===== src/rtl/spr_pkg.sv =====
// Package for the stream pattern replace block: widths, register codes,
// payload and burst types, and the length clamp.
// No dependencies.
`timescale 1ns / 1ps

package spr_pkg;

    localparam int MAX_PATTERN     = 8;
    localparam int BYTE_W          = 8;
    localparam int LEN_W           = 4;
    localparam int CFG_W           = 64;
    localparam int WIN_W           = MAX_PATTERN * BYTE_W;
    localparam int CNT_W           = $clog2(MAX_PATTERN + 1);
    localparam int IDX_W           = $clog2(MAX_PATTERN);
    localparam int REG_IDX_W       = 2;
    localparam int QUEUE_DEPTH_DEF = 4;

    typedef enum logic [REG_IDX_W-1:0] {
        REG_PATTERN_BYTES,
        REG_PATTERN_LENGTH,
        REG_REPLACEMENT_BYTES,
        REG_REPLACEMENT_LENGTH
    } reg_index_t;

    typedef struct packed {
        logic [BYTE_W-1:0] in_byte;
        logic              in_has_byte;
        logic              in_last;
    } in_item_t;

    typedef struct packed {
        logic [BYTE_W-1:0] out_byte;
        logic              out_has_byte;
        logic              out_last;
        logic              pattern_found;
    } out_item_t;

    typedef struct packed {
        logic [CFG_W-1:0] pattern_bytes;
        logic [LEN_W-1:0] pattern_length;
        logic [CFG_W-1:0] replacement_bytes;
        logic [LEN_W-1:0] replacement_length;
    } cfg_t;

    // One accepted word's worth of output: up to MAX_PATTERN bytes.
    typedef struct packed {
        logic [WIN_W-1:0] data;
        logic [CNT_W-1:0] count;
        logic             last;
        logic             found;
    } burst_t;

    function automatic logic [CNT_W-1:0] eff_len(input logic [LEN_W-1:0] v);
        logic [CNT_W-1:0] r;
        if (v > LEN_W'(MAX_PATTERN))
            r = CNT_W'(MAX_PATTERN);
        else
            r = CNT_W'(v);
        return r;
    endfunction

endpackage


===== src/rtl/stream_pattern_replace_core.sv =====
// A word's first result passes through the burst queue and then the result register to reach
// the result port. Throughput: one word per cycle while each word yields at most one result
// and results are popped as they show; a word that yields several holds the back end, and the
// burst queue of QUEUE_DEPTH entries absorbs that. Reset clears the configuration registers,
// the window count, the found flag, the queue and the result valid flag; no clearing pass.
// Top level: configuration registers, front end, burst queue, back end. Uses spr_pkg.
`timescale 1ns / 1ps

module stream_pattern_replace_core
    import spr_pkg::*;
#(
    parameter int QUEUE_DEPTH = QUEUE_DEPTH_DEF
)
(
    input  logic                 clk,
    input  logic                 rst_n,
    input  logic                 push,
    output logic                 full,
    input  in_item_t             item,
    output logic                 empty,
    input  logic                 pop,
    output out_item_t            result,
    input  logic                 wr_en,
    input  logic [REG_IDX_W-1:0] wr_index,
    input  logic [CFG_W-1:0]     wr_data
);

    cfg_t   cfg_reg;
    cfg_t   cfg_next;
    logic   take;
    burst_t burst;
    logic   burst_valid;
    burst_t head;
    logic   head_empty;
    logic   head_take;

    always_comb
    begin
        cfg_next = cfg_reg;
        if (wr_en)
        begin
            case (reg_index_t'(wr_index))
                REG_PATTERN_BYTES:      cfg_next.pattern_bytes      = wr_data;
                REG_PATTERN_LENGTH:     cfg_next.pattern_length     = wr_data[LEN_W-1:0];
                REG_REPLACEMENT_BYTES:  cfg_next.replacement_bytes  = wr_data;
                REG_REPLACEMENT_LENGTH: cfg_next.replacement_length = wr_data[LEN_W-1:0];
                default:                cfg_next = cfg_reg;
            endcase
        end
    end

    always_ff @(posedge clk or negedge rst_n)
    begin
        if (!rst_n)
            cfg_reg <= '0;
        else
            cfg_reg <= cfg_next;
    end

    assign take = push && !full;

    spr_front u_front (
        .clk         (clk),
        .rst_n       (rst_n),
        .cfg         (cfg_reg),
        .take        (take),
        .item        (item),
        .burst       (burst),
        .burst_valid (burst_valid)
    );

    spr_fifo #(
        .DEPTH (QUEUE_DEPTH)
    ) u_fifo (
        .clk     (clk),
        .rst_n   (rst_n),
        .wr_en   (burst_valid),
        .wr_data (burst),
        .full    (full),
        .rd_en   (head_take),
        .rd_data (head),
        .empty   (head_empty)
    );

    spr_back u_back (
        .clk        (clk),
        .rst_n      (rst_n),
        .head       (head),
        .head_valid (!head_empty),
        .head_take  (head_take),
        .result     (result),
        .empty      (empty),
        .pop        (pop)
    );

endmodule


===== src/rtl/spr_front.sv =====
// Front end: holds the match window, compares it with the pattern and
// turns each accepted word into at most one burst for the queue.
// Depends on spr_pkg.
`timescale 1ns / 1ps

module spr_front
    import spr_pkg::*;
(
    input  logic     clk,
    input  logic     rst_n,
    input  cfg_t     cfg,
    input  logic     take,
    input  in_item_t item,
    output burst_t   burst,
    output logic     burst_valid
);

    logic [WIN_W-1:0] window_reg;
    logic [WIN_W-1:0] window_next;
    logic [CNT_W-1:0] count_reg;
    logic [CNT_W-1:0] count_next;
    logic             found_reg;
    logic             found_next;

    logic [CNT_W-1:0] p_len;
    logic [CNT_W-1:0] r_len;
    logic [CNT_W-1:0] fill;
    logic [CNT_W-1:0] drop;
    logic [CNT_W+2:0] shamt;
    logic [WIN_W-1:0] win_ins;
    logic             match;

    always_comb
    begin
        p_len   = eff_len(cfg.pattern_length);
        r_len   = eff_len(cfg.replacement_length);
        win_ins = window_reg;
        fill    = count_reg;
        if (item.in_has_byte)
        begin
            for (int i = 0; i < MAX_PATTERN; i++)
            begin
                if (count_reg == CNT_W'(i))
                    win_ins[i*BYTE_W +: BYTE_W] = item.in_byte;
            end
            fill = count_reg + 1'b1;
        end

        match = item.in_has_byte && (p_len != '0) && (fill == p_len);
        for (int i = 0; i < MAX_PATTERN; i++)
        begin
            if ((CNT_W'(i) < p_len) &&
                (win_ins[i*BYTE_W +: BYTE_W] != cfg.pattern_bytes[i*BYTE_W +: BYTE_W]))
                match = 1'b0;
        end

        // pass on the oldest bytes until fewer than the pattern length remain
        drop = '0;
        if (item.in_has_byte)
        begin
            if (p_len == '0)
                drop = fill;
            else if (fill >= p_len)
                drop = fill - p_len + 1'b1;
        end
        shamt = {drop, 3'b000};

        burst.data  = match ? cfg.replacement_bytes[WIN_W-1:0] : win_ins;
        burst.count = match ? r_len : (item.in_last ? fill : drop);
        burst.last  = item.in_last;
        burst.found = found_reg | match;
        burst_valid = take && ((burst.count != '0) || item.in_last);

        window_next = window_reg;
        count_next  = count_reg;
        found_next  = found_reg;
        if (take)
        begin
            window_next = win_ins >> shamt;
            count_next  = (match || item.in_last) ? '0 : (fill - drop);
            found_next  = item.in_last ? 1'b0 : (found_reg | match);
        end
    end

    always_ff @(posedge clk or negedge rst_n)
    begin
        if (!rst_n)
        begin
            count_reg <= '0;
            found_reg <= 1'b0;
        end
        else
        begin
            count_reg <= count_next;
            found_reg <= found_next;
        end
    end

    always_ff @(posedge clk)
    begin
        window_reg <= window_next;
    end

endmodule


===== src/rtl/spr_fifo.sv =====
// Burst queue between the front end and the back end.
// Depends on spr_pkg.
`timescale 1ns / 1ps

module spr_fifo
    import spr_pkg::*;
#(
    parameter int DEPTH = QUEUE_DEPTH_DEF
)
(
    input  logic   clk,
    input  logic   rst_n,
    input  logic   wr_en,
    input  burst_t wr_data,
    output logic   full,
    input  logic   rd_en,
    output burst_t rd_data,
    output logic   empty
);

    localparam int PTR_W = (DEPTH > 1) ? $clog2(DEPTH) : 1;
    localparam int NUM_W = $clog2(DEPTH + 1);

    burst_t           mem_reg [DEPTH];
    logic [PTR_W-1:0] wr_ptr_reg;
    logic [PTR_W-1:0] wr_ptr_next;
    logic [PTR_W-1:0] rd_ptr_reg;
    logic [PTR_W-1:0] rd_ptr_next;
    logic [NUM_W-1:0] num_reg;
    logic [NUM_W-1:0] num_next;

    assign full    = (num_reg == NUM_W'(DEPTH));
    assign empty   = (num_reg == '0);
    assign rd_data = mem_reg[rd_ptr_reg];

    always_comb
    begin
        wr_ptr_next = wr_ptr_reg;
        rd_ptr_next = rd_ptr_reg;
        num_next    = num_reg;
        if (wr_en)
            wr_ptr_next = (wr_ptr_reg == PTR_W'(DEPTH - 1)) ? '0 : wr_ptr_reg + 1'b1;
        if (rd_en)
            rd_ptr_next = (rd_ptr_reg == PTR_W'(DEPTH - 1)) ? '0 : rd_ptr_reg + 1'b1;
        if (wr_en && !rd_en)
            num_next = num_reg + 1'b1;
        else if (!wr_en && rd_en)
            num_next = num_reg - 1'b1;
    end

    always_ff @(posedge clk or negedge rst_n)
    begin
        if (!rst_n)
        begin
            wr_ptr_reg <= '0;
            rd_ptr_reg <= '0;
            num_reg    <= '0;
        end
        else
        begin
            wr_ptr_reg <= wr_ptr_next;
            rd_ptr_reg <= rd_ptr_next;
            num_reg    <= num_next;
        end
    end

    always_ff @(posedge clk)
    begin
        if (wr_en)
            mem_reg[wr_ptr_reg] <= wr_data;
    end

endmodule


===== src/rtl/spr_back.sv =====
// Back end: walks each queued burst into the result register one byte per cycle while that
// register is empty or being popped. Depends on spr_pkg.
`timescale 1ns / 1ps

module spr_back
    import spr_pkg::*;
(
    input  logic      clk,
    input  logic      rst_n,
    input  burst_t    head,
    input  logic      head_valid,
    output logic      head_take,
    output out_item_t result,
    output logic      empty,
    input  logic      pop
);

    logic [CNT_W-1:0] idx_reg;
    logic [CNT_W-1:0] idx_next;
    logic             valid_reg;
    logic             valid_next;
    out_item_t        out_reg;
    out_item_t        out_next;

    logic [CNT_W-1:0] n_items;
    logic             advance;
    logic             final_one;

    always_comb
    begin
        n_items   = (head.count == '0) ? CNT_W'(1) : head.count;
        advance   = head_valid && (!valid_reg || pop);
        final_one = (idx_reg == n_items - 1'b1);
        head_take = advance && final_one;

        out_next.out_byte      = (head.count == '0) ? '0 :
                                 head.data[idx_reg[IDX_W-1:0]*BYTE_W +: BYTE_W];
        out_next.out_has_byte  = (head.count != '0);
        out_next.out_last      = final_one && head.last;
        out_next.pattern_found = final_one && head.last && head.found;

        idx_next   = idx_reg;
        valid_next = valid_reg;
        if (advance)
        begin
            idx_next   = final_one ? '0 : idx_reg + 1'b1;
            valid_next = 1'b1;
        end
        else if (pop)
            valid_next = 1'b0;
    end

    assign result = out_reg;
    assign empty  = !valid_reg;

    always_ff @(posedge clk or negedge rst_n)
    begin
        if (!rst_n)
        begin
            idx_reg   <= '0;
            valid_reg <= 1'b0;
        end
        else
        begin
            idx_reg   <= idx_next;
            valid_reg <= valid_next;
        end
    end

    always_ff @(posedge clk)
    begin
        if (advance)
            out_reg <= out_next;
    end

endmodule


===== config.mk =====
export PLATFORM = sky130hd
export DESIGN_NAME = stream_pattern_replace_core
export DESIGN_NICKNAME = d
export VERILOG_FILES = /design/src/rtl/spr_pkg.sv /design/src/rtl/stream_pattern_replace_core.sv /design/src/rtl/spr_front.sv /design/src/rtl/spr_fifo.sv /design/src/rtl/spr_back.sv
export SDC_FILE = /design/constraint.sdc
export NUM_CORES = 1
export LEC_CHECK = 0
export ABC_AREA = 0
export BUFFER_PORTS_ARGS = -buffer_cell sky130_fd_sc_hd__buf_4
export CORE_AREA = 3 3 208 210
export CTS_CLUSTER_SIZE = 28
export DETAILED_ROUTE_END_ITERATION = 8
export DIE_AREA = 0 0 211 213
export PLACE_DENSITY_LB_ADDON = 0.15
export SLEW_MARGIN = 10
export SYNTH_ARGS = -nofsm -noshare
export SYNTH_HDL_FRONTEND = slang
export SYNTH_SLANG_ARGS = --single-unit

===== constraint.sdc =====
create_clock -name clk -period 16 [get_ports clk]
set_clock_uncertainty 0.05 [all_clocks]
set_input_delay 0.8 -clock clk [delete_from_list [all_inputs] [get_ports clk]]
set_output_delay 0.8 -clock clk [all_outputs]
set_load 0.01 [all_outputs]

## Word level (Yosys, flattened, before mapping)

Memory sizes are Yosys's and may differ from the RTL's.
Index checks and enable logic that the tools add are counted.

- Bits in writable memories: 280
- Bits in registers: 228
- Memories kept: 1
- Bits in latches: 0
- Output and inout bits: 13
- Word-level logic and storage cells: 142
- Memory bits (read-only): 0
- Input port bits: 81

- Reductions and logical operators: 40
- Add/subtract/negate cells: 10
- Magnitude comparators: 11
- Equality and inequality tests: 23
- Divide/modulo/power cells: 0
- Bitwise operators: 1
- Shifts and indexed selects: 2
- $mul: 0
- Multiplexer cells: 38

Memory list:

| name | words | width | rd ports | clocked after memory_dff | write ports | RTL line | text |
|---|---|---|---|---|---|---|---|
| u_fifo.mem_reg | 4 | 70 | 1 | 0 | 1 | spr_fifo.sv:24 | `burst_t mem_reg [DEPTH];` |

Operators with widths:

| kind | number |
|---|---|
| two-way mux 64 bit | 2 |
| two-way mux 8 bit | 8 |
| != test 8 bit | 8 |
| indexed part select 64 x 7 -> 8 bit | 1 |
| >> shifter 64 x 7 -> 64 bit | 1 |
| two-way mux 4 bit | 11 |
| logical AND 1 bit | 18 |
| == test 4 x 3 -> 1 bit, second input constant | 4 |
| less-than comparator 3 x 4 -> 1 bit, first input constant | 4 |
| two-way mux 1 bit | 13 |
| adder 4 x 1 -> 4 bit, second input constant | 3 |
| logical NOT 4 bit | 3 |
| nonzero test 4 bit | 3 |
| == test 2 bit, second input constant | 4 |
| == test 4 x 2 -> 1 bit, second input constant | 2 |
| == test 4 bit | 2 |
| > comparator 4 bit, second input constant | 2 |
| less-than comparator 1 x 4 -> 1 bit, first input constant | 2 |
| less-than comparator 2 x 4 -> 1 bit, first input constant | 2 |
| AND reduction 2 bit | 4 |
| subtractor 4 bit | 2 |
| two-way mux 3 bit | 2 |
| logical NOT 1 bit | 5 |
| adder 2 x 1 -> 2 bit, second input constant | 2 |
| 13 further kinds | 17 |

## Logic depth before layout (Yosys ltp)

- Depth in word-level cells: 21
- Gate-level depth with buffers: 22
- Gate-level depth less buffers: 21

## Hierarchy

Synthesis repeated with hierarchy kept, for this count alone.

- Cell total of the unflattened synthesis: 1789
- Area total of the unflattened synthesis: 25705.9 um2

By module, submodules not included:

| module | times used | area each (um2) | cells each |
|---|---|---|---|
| spr_fifo | 1 | 10593.9 | 403 |
| spr_front | 1 | 8102.8 | 989 |
| stream_pattern_replace_core | 1 | 5690.5 | 292 |
| spr_back | 1 | 1318.8 | 105 |

## Worst setup path before layout

Ideal clock, no wire load.

- Path type: input port to flip-flop
- Start point: input item[1] (netlist bit)
- End point: memory u_fifo.mem_reg[1][0] (netlist bit), enable pin
- Buffers on the path: 3
- Cell stages on the path: 15
- Slack: 6.615 ns
- Arrival time: 8.739 ns
- Data required time: 15.354 ns
- Cell sequence: buf_2 -> buf_1 -> o21ai_0 -> ha_1 -> inv_1 -> ha_1 -> inv_1 -> fa_1 -> xor2_1 -> o31ai_1 -> o21a_1 -> or3_1 -> clkbuf_1 -> nand3_1 -> o21ai_0

- Cells in the longest elaborated chain, start to end: 17

RTL lines:

| item | RTL line | text |
|---|---|---|
| start, declared | stream_pattern_replace_core.sv:19 | `input in_item_t item,` |
| parallel branches: the longest is 11 deep, another holds subtractor 4 bit | -- |  |
| two-way mux 4 bit * | spr_front.sv:69 | `burst.count = match ? r_len : (item.in_last ? fill : drop);` |
| nonzero test 4 bit * | spr_front.sv:72 | `burst_valid = take && ((burst.count != '0) \|\| item.in_last);` |
| logical OR 1 bit * | spr_front.sv:72 |  |
| logical AND 1 bit * | spr_front.sv:72 |  |
| two-way mux 1 bit * | spr_fifo.sv:69 | `if (wr_en)` |
| two-way mux 1 bit (implied by the code) * | spr_fifo.sv:70 | `mem_reg[wr_ptr_reg] <= wr_data;` |
| end, declared | spr_fifo.sv:24 |  |

Mark *: on every way between the ends.

## Final worst setup path

- Start point: register u_front.count_reg[0]
- End point: memory u_fifo.mem_reg[0][27] (netlist bit), enable pin

- Cells in the longest elaborated chain, start to end: 19

RTL lines:

| item | RTL line | text |
|---|---|---|
| start, declared | spr_front.sv:20 | `logic [CNT_W-1:0] count_reg;` |
| start signal, assigned | spr_front.sv:94 | `count_reg <= count_next;` |
| parallel branches: the longest is 13 deep, another holds adder 4 x 1 -> 4 bit | -- |  |
| two-way mux 4 bit * | spr_front.sv:69 |  |
| nonzero test 4 bit * | spr_front.sv:72 |  |
| logical OR 1 bit * | spr_front.sv:72 |  |
| logical AND 1 bit * | spr_front.sv:72 |  |
| two-way mux 1 bit * | spr_fifo.sv:69 |  |
| two-way mux 1 bit (implied by the code) * | spr_fifo.sv:70 |  |

Marked as above.

==> metrics.csv <==
metric,value,unit
fin_tns_setup,0,ps
synth_fp_nets,1877,
drc_errors,0,
fmax,179,MHz
first_pass_iters,6,
die_h,213,um
largest_register_ffs,280,
ant_nets,0,
die-area,44900,um^2
place.gp.congestion,1.04,
synth_top_area_share,42.7,%
crit_path_max_incr_delay,810,ps
outcome,completed,
numCtsBuffers,52,
crit_buf_inv,3,
pin_count,94,
startpoint_type,flip-flop,
rrSetupSlack,10400,ps
avgSynthCellArea,14.1,um^2
syn_to_final_growth,11.4,%
cts_sinks,508,
slew_headroom,18.7,%
report.final.slew_viol_count,0,
port_buffers,93,
cts_resized,0,
synth_ff_type,edfxtp_1,
wirelength,73000,um
grt_pass1_wl,107000,um
grt_max_degree,89,
worst_pin_slew,1210,ps
p_leak,10.7,nW
dr.first_iter.drc_count,2093,
wire_per_inst,30.3,um
holdCritPathClass,input pin to async pin,
yosys_warnings,0,
grt_util_all_layers,32.8,%
final_nets,1937,
min_period,5600,ps
clock_path_buffers,3,
fin_cells,2414,
yosysSeqAreaShare,58.1,%
setup_viol,0,
p_total,5.85,mW
finalCritPeriodShare,35.0,%
antenna_found_initial,2,
dr_total_vias,16200,
rsz0062_at_grt,no,
slowest_stage,buf_4,
synth_edf_count,355,
synth_common_cells,"edfxtp_1, mux2_2, dfrtp_1",
criticalPathCategory,flip-flop to flip-flop,
critPathMostFrequentCell,ha_1,
cp_top_family,simple AND/OR/NAND/NOR gates,
row_count,75,
synthTopCellsByArea,"edfxtp_1, dfrtp_1, mux4_2",
dp_hpwl,51100,um
peakVddDrop,0.161,mV
cts_hold_buf,0,
syn_area,24900,um^2
synthCells,1770,
max-cap-violations,0,
htree_levels,2,
core_area,41800,um^2
overflow,0,
drive_above_1_share,26.8,%
clkTransAtPathRegs,60,ps
root_buffer,clkbuf_16,
cts_setup_buffers,0,
grt_pass1_vias,16000,
via_per_inst,6.70,
rr_worst_depth,13,
arrival,5780,ps
cp_cell_sequence,inv_1 -> ha_1 -> nand2_1 -> o21ai_0 -> ha_1 -> a21oi_1 -> nor3_1 -> nor2_4 -> inv_2 -> or3_1 -> nand3_1 -> o21ai_4 -> buf_4,
end_kind,flip-flop,
place_inst,2315,
hold_viol,0,
ys_types,83,
synth.largest_area_cell,edfxtp_1,
clock_latency,620,ps
yosys_register_bits,508,
cts_tree,done,
worstReg2RegStart,u_front.count_reg[0],
powerDensity,211,nW/um^2
worstReg2RegEnd,u_fifo.mem_reg[0][27],
cp_max_fo,70,
die_x,211,um
start_util,59.7,%
async_flop_share,30.1,%
required,16180,ps
synth_most_common_cell,edfxtp_1,
[cell type report]
type	count	area, um^2
Sequential cell	508	14500
Timing Repair Buffer	119	897
Clock inverter	20	195
Tap cell	539	674
Fill cell	2975	14000
Inverter	95	357
Antenna cell	1	2.50
Multi-Input combinational cell	1054	9680
Clock buffer	78	1500
[stage by stage]
stage | util [%] | hold WS [ps] | setup slack (ps) | cell area (um^2)
6_report | 66.6 | 193 | 10400 | 27800
5_1_grt | 66.6 | 241 | 10020 | 27800
4_1_cts | 66.6 | 215 | 10470 | 27800
3_5_place_dp | 62.5 | 434 | 10130 | 26100
3_3_place_gp | 62.5 | 426 | 10190 | 26100
2_1_floorplan | - | 406 | 6620 | 24900
[worst max-delay path by stage]
| stage | end | depth (start not counted) | from |
|---|---|---|---|
| floorplan | u_fifo.mem_reg[1][0] | 15 | item[1] |
| global placement | u_fifo.mem_reg[1][37] | 15 | item[1] |
| detailed placement | u_fifo.mem_reg[1][37] | 15 | item[1] |
| CTS | u_fifo.mem_reg[1][37] | 17 | u_front.count_reg[0] |
| global route | u_fifo.mem_reg[0][42] | 13 | u_front.count_reg[0] |
| finish | u_fifo.mem_reg[0][27] | 13 | u_front.count_reg[0] |
[where the power goes]
group / leakage (nW) / switching [mW] / internal, mW
combinational: 4.72 / 1.33 / 0.969
sequential: 5.12 / 0.318 / 2.03
clock: 0.827 / 0.527 / 0.672
[metal layers]
| metal | routed length, um | GRT usage, % |
|---|---|---|
| met4 | 2980 | 12.1 |
| met1 | 30400 | 47.3 |
| met3 | 6310 | 6.58 |
| met5 | 27 | 0 |
| met2 | 33300 | 50.2 |
[logic make-up after synthesis]
kind of cell | count (synthesis) | synth area share (%)
AND/OR/NAND/NOR | 285 | 5.78
adder cells (fa/ha/maj) | 26 | 1.42
flip-flops | 508 | 58.1
AO/OA/AOI/OAI | 328 | 9.28
buffers and inverters | 208 | 3.37
multiplexers | 350 | 19.8
XOR/XNOR | 65 | 2.28
[placed cells by master (no fill, tap or decap), types with 29 or more instances in the layout]
cell type  instances
a21oi_1           49
buf_4            118
clkbuf_16         53
dfrtp_1          151
edfxtp_1         355
inv_1             91
mux2_2           159
mux2_4            30
mux2i_1           73
mux4_2            86
nand2_1           84
nor2_1            65
o211ai_1          29
o21ai_0           68
xnor2_1           41
Note: power is estimated with default switching activity, not from simulation.
